### config.mk
export PLATFORM = sky130hd
export DESIGN_NAME = integer_stack_engine_core
export DESIGN_NICKNAME = d
export VERILOG_FILES = /design/src/ise_pkg.sv /design/src/integer_stack_engine_core.sv /design/src/ise_ctrl.sv /design/src/ise_datapath.sv
export SDC_FILE = /design/constraint.sdc
export NUM_CORES = 2
export LEC_CHECK = 0
export BUFFER_PORTS_ARGS = -buffer_cell sky130_fd_sc_hd__buf_2
export CAP_MARGIN = 40
export CORE_UTILIZATION = 45
export CTS_CLUSTER_DIAMETER = 50
export CTS_CLUSTER_SIZE = 16
export DETAILED_ROUTE_END_ITERATION = 10
export HOLD_SLACK_MARGIN = 0.1
export PLACE_DENSITY_LB_ADDON = 0.2
export SLEW_MARGIN = 30
export SYNTH_ARGS = -nofsm -noshare
export SYNTH_HDL_FRONTEND = slang
export SYNTH_HIERARCHICAL = 1
export SYNTH_SLANG_ARGS = --single-unit
### constraint.sdc
create_clock -name aclk -period 9.9 [get_ports aclk]
set_input_delay 0.99 -clock aclk [delete_from_list [all_inputs] [get_ports aclk]]
set_output_delay 0.99 -clock aclk [all_outputs]
set_load 0.005 [all_outputs]
### src/ise_pkg.sv
`timescale 1ns / 1ps
`default_nettype none

package ise_pkg;

    localparam int DEPTH  = 64;
    localparam int ADDR_W = $clog2(DEPTH);
    localparam int CNT_W  = $clog2(DEPTH + 1);
    localparam int DATA_W = 32;
    localparam int OP_W   = 4;
    localparam int ST_W   = 2;

    localparam logic [OP_W-1:0] OP_PUSH   = 4'd0;
    localparam logic [OP_W-1:0] OP_POP    = 4'd1;
    localparam logic [OP_W-1:0] OP_PEEK   = 4'd2;
    localparam logic [OP_W-1:0] OP_ADD    = 4'd3;
    localparam logic [OP_W-1:0] OP_SUB    = 4'd4;
    localparam logic [OP_W-1:0] OP_SWAP   = 4'd5;
    localparam logic [OP_W-1:0] OP_DUP    = 4'd6;
    localparam logic [OP_W-1:0] OP_SEARCH = 4'd7;
    localparam logic [OP_W-1:0] OP_CLEAR  = 4'd8;

    localparam logic [ST_W-1:0] ST_OK        = 2'd0;
    localparam logic [ST_W-1:0] ST_OVERFLOW  = 2'd1;
    localparam logic [ST_W-1:0] ST_UNDERFLOW = 2'd2;

    typedef enum logic [2:0] {
        S_IDLE,
        S_DECODE,
        S_READ_A,
        S_READ_B,
        S_SWAP_WR,
        S_SCAN,
        S_DONE
    } state_t;

    typedef enum logic [2:0] {
        WD_OPERAND,
        WD_RDATA,
        WD_SUM,
        WD_DIFF,
        WD_HOLD
    } wsel_t;

    typedef enum logic [2:0] {
        ADR_TOP,
        ADR_NEXT,
        ADR_SECOND,
        ADR_ZERO,
        ADR_SCAN
    } addr_sel_t;

    typedef enum logic [1:0] {
        CNT_HOLD,
        CNT_INC,
        CNT_DEC,
        CNT_CLR
    } cnt_op_t;

    typedef struct packed {
        logic             capture;
        logic             mem_we;
        wsel_t            wsel;
        addr_sel_t        waddr_sel;
        logic             mem_re;
        addr_sel_t        raddr_sel;
        cnt_op_t          cnt_op;
        logic             set_status;
        logic [ST_W-1:0]  status_code;
        logic             set_rd;
        logic             set_found;
        logic             hold_a;
        logic             idx_clr;
        logic             idx_inc;
        logic             load_out;
    } cmd_t;

    typedef struct packed {
        logic [OP_W-1:0] op;
        logic            empty;
        logic            below_two;
        logic            full;
        logic            hit;
        logic            scan_last;
        logic            out_busy;
    } sts_t;

endpackage

`default_nettype wire

### src/integer_stack_engine_core.sv
// Channel  Direction  Handshake           Payload
// s_       in         s_valid / s_ready   s_req_type, s_operand
// m_       out        m_valid / m_ready   m_read_data, m_found, m_status,
//                                         m_is_empty, m_fill_count
//
// One transaction in flight: push, clear and any error pass from DECODE to
// DONE; pop, peek, add, subtract and duplicate add READ_A; swap READ_A,
// READ_B and SWAP_WR; search reads k entries in SCAN (k at most DEPTH).
// Synchronous active-low reset empties the stack; RAM contents are kept.
// A stalled result holds in the output register; the next transaction is
// still accepted and waits in the final state until the register frees.
`timescale 1ns / 1ps
`default_nettype none

module integer_stack_engine_core
    import ise_pkg::*;
(
    input  wire logic                     aclk,
    input  wire logic                     aresetn,
    input  wire logic                     s_valid,
    output logic                          s_ready,
    input  wire logic        [OP_W-1:0]   s_req_type,
    input  wire logic signed [DATA_W-1:0] s_operand,
    output logic                          m_valid,
    input  wire logic                     m_ready,
    output logic signed      [DATA_W-1:0] m_read_data,
    output logic                          m_found,
    output logic             [ST_W-1:0]   m_status,
    output logic                          m_is_empty,
    output logic             [CNT_W-1:0]  m_fill_count
);

    cmd_t cmd;
    sts_t sts;

    ise_ctrl u_ctrl (
        .aclk    (aclk),
        .aresetn (aresetn),
        .s_valid (s_valid),
        .s_ready (s_ready),
        .sts     (sts),
        .cmd     (cmd)
    );

    ise_datapath u_datapath (
        .aclk         (aclk),
        .aresetn      (aresetn),
        .cmd          (cmd),
        .sts          (sts),
        .s_req_type   (s_req_type),
        .s_operand    (s_operand),
        .m_valid      (m_valid),
        .m_ready      (m_ready),
        .m_read_data  (m_read_data),
        .m_found      (m_found),
        .m_status     (m_status),
        .m_is_empty   (m_is_empty),
        .m_fill_count (m_fill_count)
    );

endmodule

`default_nettype wire

### src/ise_ctrl.sv
`timescale 1ns / 1ps
`default_nettype none

module ise_ctrl
    import ise_pkg::*;
(
    input  wire logic aclk,
    input  wire logic aresetn,
    input  wire logic s_valid,
    output logic      s_ready,
    input  wire sts_t sts,
    output cmd_t      cmd
);

    state_t state_reg;
    state_t state_next;
    logic   dec_err;
    logic   dec_read;
    logic   dec_scan;
    logic [ST_W-1:0] dec_code;

    always_ff @(posedge aclk) begin
        if (!aresetn) begin
            state_reg <= S_IDLE;
        end else begin
            state_reg <= state_next;
        end
    end

    always_comb begin
        dec_err  = 1'b0;
        dec_read = 1'b0;
        dec_scan = 1'b0;
        dec_code = ST_OK;
        case (sts.op)
            OP_PUSH: begin
                if (sts.full) begin
                    dec_err  = 1'b1;
                    dec_code = ST_OVERFLOW;
                end
            end
            OP_POP, OP_PEEK, OP_ADD, OP_SUB: begin
                if (sts.empty) begin
                    dec_err  = 1'b1;
                    dec_code = ST_UNDERFLOW;
                end else begin
                    dec_read = 1'b1;
                end
            end
            OP_SWAP: begin
                if (sts.below_two) begin
                    dec_err  = 1'b1;
                    dec_code = ST_UNDERFLOW;
                end else begin
                    dec_read = 1'b1;
                end
            end
            OP_DUP: begin
                if (sts.empty) begin
                    dec_err  = 1'b1;
                    dec_code = ST_UNDERFLOW;
                end else if (sts.full) begin
                    dec_err  = 1'b1;
                    dec_code = ST_OVERFLOW;
                end else begin
                    dec_read = 1'b1;
                end
            end
            OP_SEARCH: begin
                dec_scan = !sts.empty;
            end
            default: begin
            end
        endcase
    end

    always_comb begin
        state_next = state_reg;
        case (state_reg)
            S_IDLE: begin
                if (s_valid) state_next = S_DECODE;
            end
            S_DECODE: begin
                if (dec_read)      state_next = S_READ_A;
                else if (dec_scan) state_next = S_SCAN;
                else               state_next = S_DONE;
            end
            S_READ_A: begin
                if (sts.op == OP_SWAP) state_next = S_READ_B;
                else                   state_next = S_DONE;
            end
            S_READ_B:  state_next = S_SWAP_WR;
            S_SWAP_WR: state_next = S_DONE;
            S_SCAN: begin
                if (sts.hit || sts.scan_last) state_next = S_DONE;
            end
            S_DONE: begin
                if (!sts.out_busy) state_next = S_IDLE;
            end
            default: state_next = S_IDLE;
        endcase
    end

    always_comb begin
        cmd         = '0;
        cmd.wsel    = WD_OPERAND;
        cmd.waddr_sel = ADR_TOP;
        cmd.raddr_sel = ADR_TOP;
        cmd.cnt_op  = CNT_HOLD;
        s_ready     = 1'b0;
        case (state_reg)
            S_IDLE: begin
                s_ready     = 1'b1;
                cmd.capture = s_valid;
            end
            S_DECODE: begin
                if (dec_err) begin
                    cmd.set_status  = 1'b1;
                    cmd.status_code = dec_code;
                end else if (dec_read) begin
                    cmd.mem_re    = 1'b1;
                    cmd.raddr_sel = ADR_TOP;
                end else if (dec_scan) begin
                    cmd.mem_re    = 1'b1;
                    cmd.raddr_sel = ADR_ZERO;
                    cmd.idx_clr   = 1'b1;
                end else if (sts.op == OP_PUSH) begin
                    cmd.mem_we    = 1'b1;
                    cmd.wsel      = WD_OPERAND;
                    cmd.waddr_sel = ADR_NEXT;
                    cmd.cnt_op    = CNT_INC;
                end else if (sts.op == OP_CLEAR) begin
                    cmd.cnt_op = CNT_CLR;
                end
            end
            S_READ_A: begin
                case (sts.op)
                    OP_POP: begin
                        cmd.set_rd = 1'b1;
                        cmd.cnt_op = CNT_DEC;
                    end
                    OP_PEEK: cmd.set_rd = 1'b1;
                    OP_ADD: begin
                        cmd.mem_we    = 1'b1;
                        cmd.wsel      = WD_SUM;
                        cmd.waddr_sel = ADR_TOP;
                    end
                    OP_SUB: begin
                        cmd.mem_we    = 1'b1;
                        cmd.wsel      = WD_DIFF;
                        cmd.waddr_sel = ADR_TOP;
                    end
                    OP_DUP: begin
                        cmd.mem_we    = 1'b1;
                        cmd.wsel      = WD_RDATA;
                        cmd.waddr_sel = ADR_NEXT;
                        cmd.cnt_op    = CNT_INC;
                    end
                    OP_SWAP: begin
                        cmd.hold_a    = 1'b1;
                        cmd.mem_re    = 1'b1;
                        cmd.raddr_sel = ADR_SECOND;
                    end
                    default: begin
                    end
                endcase
            end
            S_READ_B: begin
                cmd.mem_we    = 1'b1;
                cmd.wsel      = WD_RDATA;
                cmd.waddr_sel = ADR_TOP;
            end
            S_SWAP_WR: begin
                cmd.mem_we    = 1'b1;
                cmd.wsel      = WD_HOLD;
                cmd.waddr_sel = ADR_SECOND;
            end
            S_SCAN: begin
                if (sts.hit) begin
                    cmd.set_found = 1'b1;
                end else if (!sts.scan_last) begin
                    cmd.mem_re    = 1'b1;
                    cmd.raddr_sel = ADR_SCAN;
                    cmd.idx_inc   = 1'b1;
                end
            end
            S_DONE: begin
                cmd.load_out = !sts.out_busy;
            end
            default: begin
            end
        endcase
    end

endmodule

`default_nettype wire

### src/ise_datapath.sv
`timescale 1ns / 1ps
`default_nettype none

module ise_datapath
    import ise_pkg::*;
(
    input  wire logic                     aclk,
    input  wire logic                     aresetn,
    input  wire cmd_t                     cmd,
    output sts_t                          sts,
    input  wire logic        [OP_W-1:0]   s_req_type,
    input  wire logic signed [DATA_W-1:0] s_operand,
    output logic                          m_valid,
    input  wire logic                     m_ready,
    output logic signed      [DATA_W-1:0] m_read_data,
    output logic                          m_found,
    output logic             [ST_W-1:0]   m_status,
    output logic                          m_is_empty,
    output logic             [CNT_W-1:0]  m_fill_count
);

    logic [DATA_W-1:0] mem [DEPTH];

    logic [OP_W-1:0]   op_reg;
    logic [DATA_W-1:0] operand_reg;
    logic [CNT_W-1:0]  count_reg;
    logic [ADDR_W-1:0] idx_reg;
    logic [DATA_W-1:0] rdata_reg;
    logic [DATA_W-1:0] hold_reg;
    logic [DATA_W-1:0] res_data_reg;
    logic              res_found_reg;
    logic [ST_W-1:0]   res_status_reg;
    logic              m_valid_reg;
    logic [DATA_W-1:0] m_data_reg;
    logic              m_found_reg;
    logic [ST_W-1:0]   m_status_reg;
    logic [CNT_W-1:0]  m_count_reg;

    logic [CNT_W-1:0]  cnt_m1;
    logic [CNT_W-1:0]  cnt_m2;
    logic [ADDR_W-1:0] adr_top;
    logic [ADDR_W-1:0] adr_next;
    logic [ADDR_W-1:0] adr_second;
    logic [ADDR_W-1:0] adr_scan;
    logic [ADDR_W-1:0] waddr;
    logic [ADDR_W-1:0] raddr;
    logic [DATA_W-1:0] wdata;

    assign cnt_m1     = count_reg - CNT_W'(1);
    assign cnt_m2     = count_reg - CNT_W'(2);
    assign adr_top    = cnt_m1[ADDR_W-1:0];
    assign adr_next   = count_reg[ADDR_W-1:0];
    assign adr_second = cnt_m2[ADDR_W-1:0];
    assign adr_scan   = idx_reg + ADDR_W'(1);

    function automatic logic [ADDR_W-1:0] pick_addr(
        input addr_sel_t       sel,
        input logic [ADDR_W-1:0] top,
        input logic [ADDR_W-1:0] nxt,
        input logic [ADDR_W-1:0] sec,
        input logic [ADDR_W-1:0] scan
    );
        logic [ADDR_W-1:0] a;
        case (sel)
            ADR_TOP:    a = top;
            ADR_NEXT:   a = nxt;
            ADR_SECOND: a = sec;
            ADR_SCAN:   a = scan;
            default:    a = '0;
        endcase
        return a;
    endfunction

    assign waddr = pick_addr(cmd.waddr_sel, adr_top, adr_next, adr_second, adr_scan);
    assign raddr = pick_addr(cmd.raddr_sel, adr_top, adr_next, adr_second, adr_scan);

    always_comb begin
        case (cmd.wsel)
            WD_OPERAND: wdata = operand_reg;
            WD_RDATA:   wdata = rdata_reg;
            WD_SUM:     wdata = rdata_reg + operand_reg;
            WD_DIFF:    wdata = rdata_reg - operand_reg;
            WD_HOLD:    wdata = hold_reg;
            default:    wdata = operand_reg;
        endcase
    end

    always_ff @(posedge aclk) begin
        if (cmd.mem_we) begin
            mem[waddr] <= wdata;
        end
        if (cmd.mem_re) begin
            rdata_reg <= mem[raddr];
        end
    end

    always_ff @(posedge aclk) begin
        if (!aresetn) begin
            count_reg   <= '0;
            idx_reg     <= '0;
            m_valid_reg <= 1'b0;
        end else begin
            case (cmd.cnt_op)
                CNT_INC:  count_reg <= count_reg + CNT_W'(1);
                CNT_DEC:  count_reg <= cnt_m1;
                CNT_CLR:  count_reg <= '0;
                default:  count_reg <= count_reg;
            endcase
            if (cmd.idx_clr) begin
                idx_reg <= '0;
            end else if (cmd.idx_inc) begin
                idx_reg <= adr_scan;
            end
            if (cmd.load_out) begin
                m_valid_reg <= 1'b1;
            end else if (m_ready) begin
                m_valid_reg <= 1'b0;
            end
        end
    end

    always_ff @(posedge aclk) begin
        if (cmd.capture) begin
            op_reg         <= s_req_type;
            operand_reg    <= s_operand;
            res_data_reg   <= '0;
            res_found_reg  <= 1'b0;
            res_status_reg <= ST_OK;
        end else begin
            if (cmd.set_rd)     res_data_reg   <= rdata_reg;
            if (cmd.set_found)  res_found_reg  <= 1'b1;
            if (cmd.set_status) res_status_reg <= cmd.status_code;
        end
        if (cmd.hold_a) begin
            hold_reg <= rdata_reg;
        end
        if (cmd.load_out) begin
            m_data_reg   <= res_data_reg;
            m_found_reg  <= res_found_reg;
            m_status_reg <= res_status_reg;
            m_count_reg  <= count_reg;
        end
    end

    always_comb begin
        sts.op        = op_reg;
        sts.empty     = (count_reg == '0);
        sts.below_two = (count_reg < CNT_W'(2));
        sts.full      = (count_reg >= CNT_W'(DEPTH));
        sts.hit       = (rdata_reg == operand_reg);
        sts.scan_last = (idx_reg == adr_top);
        sts.out_busy  = m_valid_reg && !m_ready;
    end

    assign m_valid      = m_valid_reg;
    assign m_read_data  = m_data_reg;
    assign m_found      = m_found_reg;
    assign m_status     = m_status_reg;
    assign m_is_empty   = (m_count_reg == '0);
    assign m_fill_count = m_count_reg;

endmodule

`default_nettype wire

Yosys cells after proc, flatten, opt, wreduce, memory -nomap -nowiden --
Memory sizes are Yosys's and may differ from the RTL's. A register that Yosys moved wholly into a read port is not among the register bits. Index checks and enable logic that the tools add are counted. W data, S select, Z words.
Word-level totals: flip-flop bits (word level) 162, memory bits (writable) 2048, output and inout port bits 45, logic and storage cells 140, memories 1
Memory list:
- u_datapath.mem | words 64, bits a word 32, rd ports 1, clocked after Yosys merged registers in 1, write ports 1, RTL line ise_datapath.sv:22 | logic [DATA_W-1:0] mem [DEPTH];
Cells by class: add/subtract/negate cells 6, order comparisons 2, eq/ne operators 32, multiplexer cells 67, bitwise gates (word level) 1, reduce and logical (&&, ||, !) cells 17
Operators with widths (number):
- $pmux W32 S4 | 1
- $pmux W6 S4 | 2
- $pmux W7 S3 | 2
- $add A32 B32 Y32 | 1
- $eq A32 B32 Y1 | 1
- $sub A32 B32 Y32 | 1
- $mux W1 | 30
- $pmux W7 S4 | 1
- $mux W3 | 7
- $mux W7 | 3
- $pmux W3 S7 | 1
- $mux W4 | 5
- $eq A3 B2 Y1 const B | 6
- $eq A3 B3 Y1 const B | 6
- $eq A4 B3 Y1 const B | 4
- $mux W2 | 8
- $logic_not A7 Y1 | 2
- $mux W13 | 1
- $eq A3 B1 Y1 const B | 4
- $pmux W4 S3 | 1
- $logic_not A3 Y1 | 3
- $eq A4 B2 Y1 const B | 2
- $pmux W2 S2 | 2
- $pmux W2 S4 | 1
- 25 further kinds | 30

Logic depth before layout (Yosys ltp) --
word-level depth 9, depth in mapped cells 26

Hierarchy --
Netlist, hierarchy kept.
By module, submodules not included:
- ise_datapath | times used 1, cells each 7431, area each 93036.7 um2
- ise_ctrl | times used 1, cells each 98, area each 613.1 um2

Worst setup path before layout --
No wires, ideal clock.
kind flip-flop to flip-flop, start reg u_datapath.operand_reg[0], end mem u_datapath.mem[0][22] (data pin), library setup time 1.287 ns, arrival 7.968 ns, data required time 8.613 ns, setup slack 0.645 ns, stages on the path, launching flop included 14, path buffers 0, cell sequence edfxtp_1 ha_1 inv_1 fa_1 o21bai_1 a21oi_1 o31ai_1 a21oi_2 a21oi_1 nor2_1 o21ai_1 mux2i_1 and3_1 a2111oi_0
On the way: cells in the longest elaborated chain, start to end 2, elaborated cells on any way between the ends 3
Ends and longest elaborated chain:
- from (decl) | RTL line ise_datapath.sv:25 | logic [DATA_W-1:0] operand_reg;
- from (signal assigned) | RTL line ise_datapath.sv:125 | operand_reg <= s_operand;
- $sub A32 B32 Y32 / $add A32 B32 Y32 (equally long branches) | RTL line ise_datapath.sv:82, ise_datapath.sv:81
- $pmux W32 S4 (*) | RTL line ise_datapath.sv:78 | case (cmd.wsel)
- net u_datapath.wdata[22] | RTL line ise_datapath.sv:47 | logic [DATA_W-1:0] wdata;
- to (decl) | RTL line ise_datapath.sv:22
The timed path passes the listed nets; every way through them passes the cells marked *.

==> results.json <==
{
  "tightest_slew_ps": 954.5,
  "htreeDepth": 4,
  "pwr-share-clk": 0.245,
  "grt_pass1_wl_um": 411300,
  "register_area_sq_mm": 0.06680,
  "reg2reg_depth": 19,
  "r2r_start": "u_datapath/rdata_reg[22]$_DFFE_PP_",
  "drtIter0Drc": 7423,
  "synth_edf_count": 2190,
  "largest_reg_flops": 2048,
  "grt_use_total": 0.2666,
  "drt-pass1-iter-count": 6,
  "tns_ps": 0,
  "io_pins": 85,
  "synth_area_sq_mm": 0.09365,
  "p_total_mw": 32.80,
  "cts_tree": "done",
  "synthTopCellsByArea": "edfxtp_1 (70%), nand2_1 (8.6%), nand3_1 (5.5%)",
  "startpoint_type": "flop",
  "core-area_sq_mm": 0.2069,
  "rr_endpoint": "u_datapath/rdata_reg[17]$_DFFE_PP_",
  "grt_max_degree": 142,
  "p_seq_frac": 0.392,
  "r2r_slack_ps": 2680,
  "cts-root-buf": "clkbuf_16",
  "postRouteAntennaNets": 0,
  "synth.top_cell.area_share": 0.7022,
  "p_int_mw": 20.07,
  "cts_buffer_depth": 3,
  "ys_top_cells_by_count": "edfxtp_1 (2190), nand2_1 (2147), nand3_1 (1021)",
  "initial_core_util": 0.4527,
  "netlist_instances": 7529,
  "switching_share": 0.3880,
  "antenna_found_initial": 13,
  "hold_path.startpoint": "s_operand[12]",
  "insertion_delay_ps": 870,
  "fillers": 17555,
  "hpwl_um": 160400,
  "synth_cell_types": 93,
  "wl_um": 284600,
  "hold-path-endpoint": "u_datapath/operand_reg[12]$_DFFE_PP_",
  "fin_crit_sh": 0.7290,
  "hold_class": "primary input to flop",
  "cts_buffers": 197,
  "cp.arrival_ps": 7860,
  "rows": 167,
  "die_area_sq_mm": 0.2099,
  "post_cts_buffers": 0,
  "relSlewSlack": 0.3637,
  "hold_path_depth": 1,
  "finClkSkew_ps": 33.65,
  "switching_power_mw": 12.73,
  "power_density_mw_per_mm2": 312.5,
  "fmaxAchievable_mhz": 138.6,
  "finalMaxSlewViolations": 0,
  "cts-resized-gates": 0,
  "setup_viol": 0,
  "vias": 62328,
  "areaGrowthSynthToFinish_pct": 12.08,
  "ys.flop_type": "edfxtp_1",
  "seq_area_frac_synth": 0.7133,
  "p_leak_nw": 35.70,
  "dieWidth_um": 458.2,
  "drv_cap": 0,
  "grt_overflow_total": 0,
  "grt_pass1_vias": 58558,
  "path_max_fanout": 38,
  "gp_congestion": 0.8849,
  "post-route-min-period_ps": 7217,
  "top_usage_layer": "met2",
  "wire_per_inst_um": 27.43,
  "cp-end-kind": "flop",
  "peakVddDrop_v": 0.0002386,
  "die_y_um": 458.2,
  "async_flop_share": 0,
  "path_class": "flop to flop",
  "pwr-share-comb": 0.364,
  "yosys_warnings": 6,
  "multi_input_area_sq_mm": 0.02508,
  "yosysTopAreaCell": "edfxtp_1",
  "syn_nets": 7641,
  "path_clk_slew_ps": 70,
  "met2_usage": 0.4160,
  "nets": 7632,
  "syn_avg_cell_area_sq_um": 12.44,
  "rsz0062_at_grt": "false",
  "drc": 0,
  "drive_gt1_frac": 0.1027,
  "outcome": "finished clean",
  "crit_required_ps": 10540,
  "grt_util_met1": 0.3736,
  "finalHoldViolCount": 0,
  "cts_sinks": 2242,
  "yosys.cell_count.top_type": "edfxtp_1",
  "regMostFlops": "u_datapath/mem",
  "ys_seq_elements": 2242,
  "grt_util_met3": 0.04925,
  "cts_hold_buf": 0,
  "viasPerCell": 6.006,
  "port_buffers": 84
}
-- placed cells by master, fill, tap and decap left out, types with 18 or more instances in the layout --
cell and n:
a21oi_1 109, a221o_1 30, a311oi_1 270, a31oi_1 72, and3_1 173, buf_12 24
buf_2 88, buf_4 176, bufinv_16 23, clkbuf_1 23, clkbuf_16 200, clkinv_1 27
dfxtp_1 52, edfxtp_1 2190, ha_1 70, inv_1 90, mux2i_1 43, nand2_1 2146
nand3_1 1020, nor2_1 141, nor2_4 70, nor3_1 33, o21ai_0 79, o22ai_1 23
xnor2_1 39, xor2_1 18
-- power groups by stage --
stage / clock [mW] / sequential (mW) / combinational, mW
2_1_floorplan: 0 / 13.1 / 6.72
5_1_grt: 8.45 / 12.9 / 12.6
4_1_cts: 8.12 / 12.8 / 11.8
3_3_place_gp: 0 / 13.0 / 11.5
6_report: 8.02 / 12.9 / 11.9
3_5_place_dp: 0 / 13.0 / 11.8
-- area by class of cell --
| class | count | area share |
|---|---|---|
| Clock buffer | 224 | 0.04864 |
| Tap cell | 2704 | 0.03223 |
| Inverter | 94 | 0.003362 |
| Clock inverter | 128 | 0.01516 |
| Timing Repair Buffer | 306 | 0.02519 |
| Sequential cell | 2242 | 0.6365 |
| Multi-Input combinational cell | 4679 | 0.2389 |
| Antenna cell | 1 | 0.00002384 |
-- critical path, stage by stage, from the launching register on --
cell and delay [ps]:
edfxtp_1 530, ha_1 620, nand4_1 250, nor3_1 500, nand2_1 200, nor4_1 630
nor2_1 120, nand2_1 130, nor2_1 180, nand2_1 290, o22a_4 780, buf_4 530
buf_4 440, nand2_1 90, and3_1 190, a311oi_1 270, a311oi_1 90, a31o_1 280
o32ai_2 420, a221o_1 400
-- kinds of logic (layout without fill, tap and decap cells) --
kind of cell / Yosys count / in the layout / synth area share
simple gates: 3666 / 3666 / 0.1682
flops: 2242 / 2242 / 0.7133
compound gates: 838 / 838 / 0.06774
buf+inv: 608 / 752 / 0.03080
fa+ha+maj: 72 / 72 / 0.009780
xor+xnor: 58 / 58 / 0.005424
mux: 44 / 44 / 0.004716
other cells: 1 / 2 / 0.00004004
-- stage by stage --
stage                     cells  worst slack, ps    util  hold WS (ps)  cell area (sq um)
after detailed placement  10022             2826  0.4748         412.0              98210
final                     10378             2683  0.5074         312.2             105000
after floorplan            7529            645.0       -         406.4              93650
after global routing      10377             2401  0.5074         289.4             105000
after global placement     9998             2065  0.4720         415.3              97640
after CTS                 10374             2810  0.5072         256.5             104900
-- routing by layer --
layer	vias to the layer above	part of all wire
met5	-	0.00029
met4	12	0.035
met3	439	0.090
met2	2845	0.46
met1	31342	0.42
li1	27690	-
-- worst max-delay path by stage --
stage	from	endpoint	slack, ps
finish	u_datapath/rdata_reg[22]$_DFFE_PP_	u_datapath/rdata_reg[17]$_DFFE_PP_	2680
global route	u_datapath/count_reg[2]$_SDFFE_PN0P_	u_datapath/rdata_reg[7]$_DFFE_PP_	2400
CTS	u_datapath/rdata_reg[22]$_DFFE_PP_	u_datapath/rdata_reg[4]$_DFFE_PP_	2810
detailed placement	u_datapath/rdata_reg[22]$_DFFE_PP_	u_datapath/rdata_reg[4]$_DFFE_PP_	2830
global placement	u_datapath/rdata_reg[22]$_DFFE_PP_	u_datapath/rdata_reg[27]$_DFFE_PP_	2060
floorplan	u_datapath/operand_reg[0]$_DFFE_PP_	u_datapath/mem[0][22]$_DFFE_PP_	650
No activity file was read; power rests on OpenSTA's default activity.
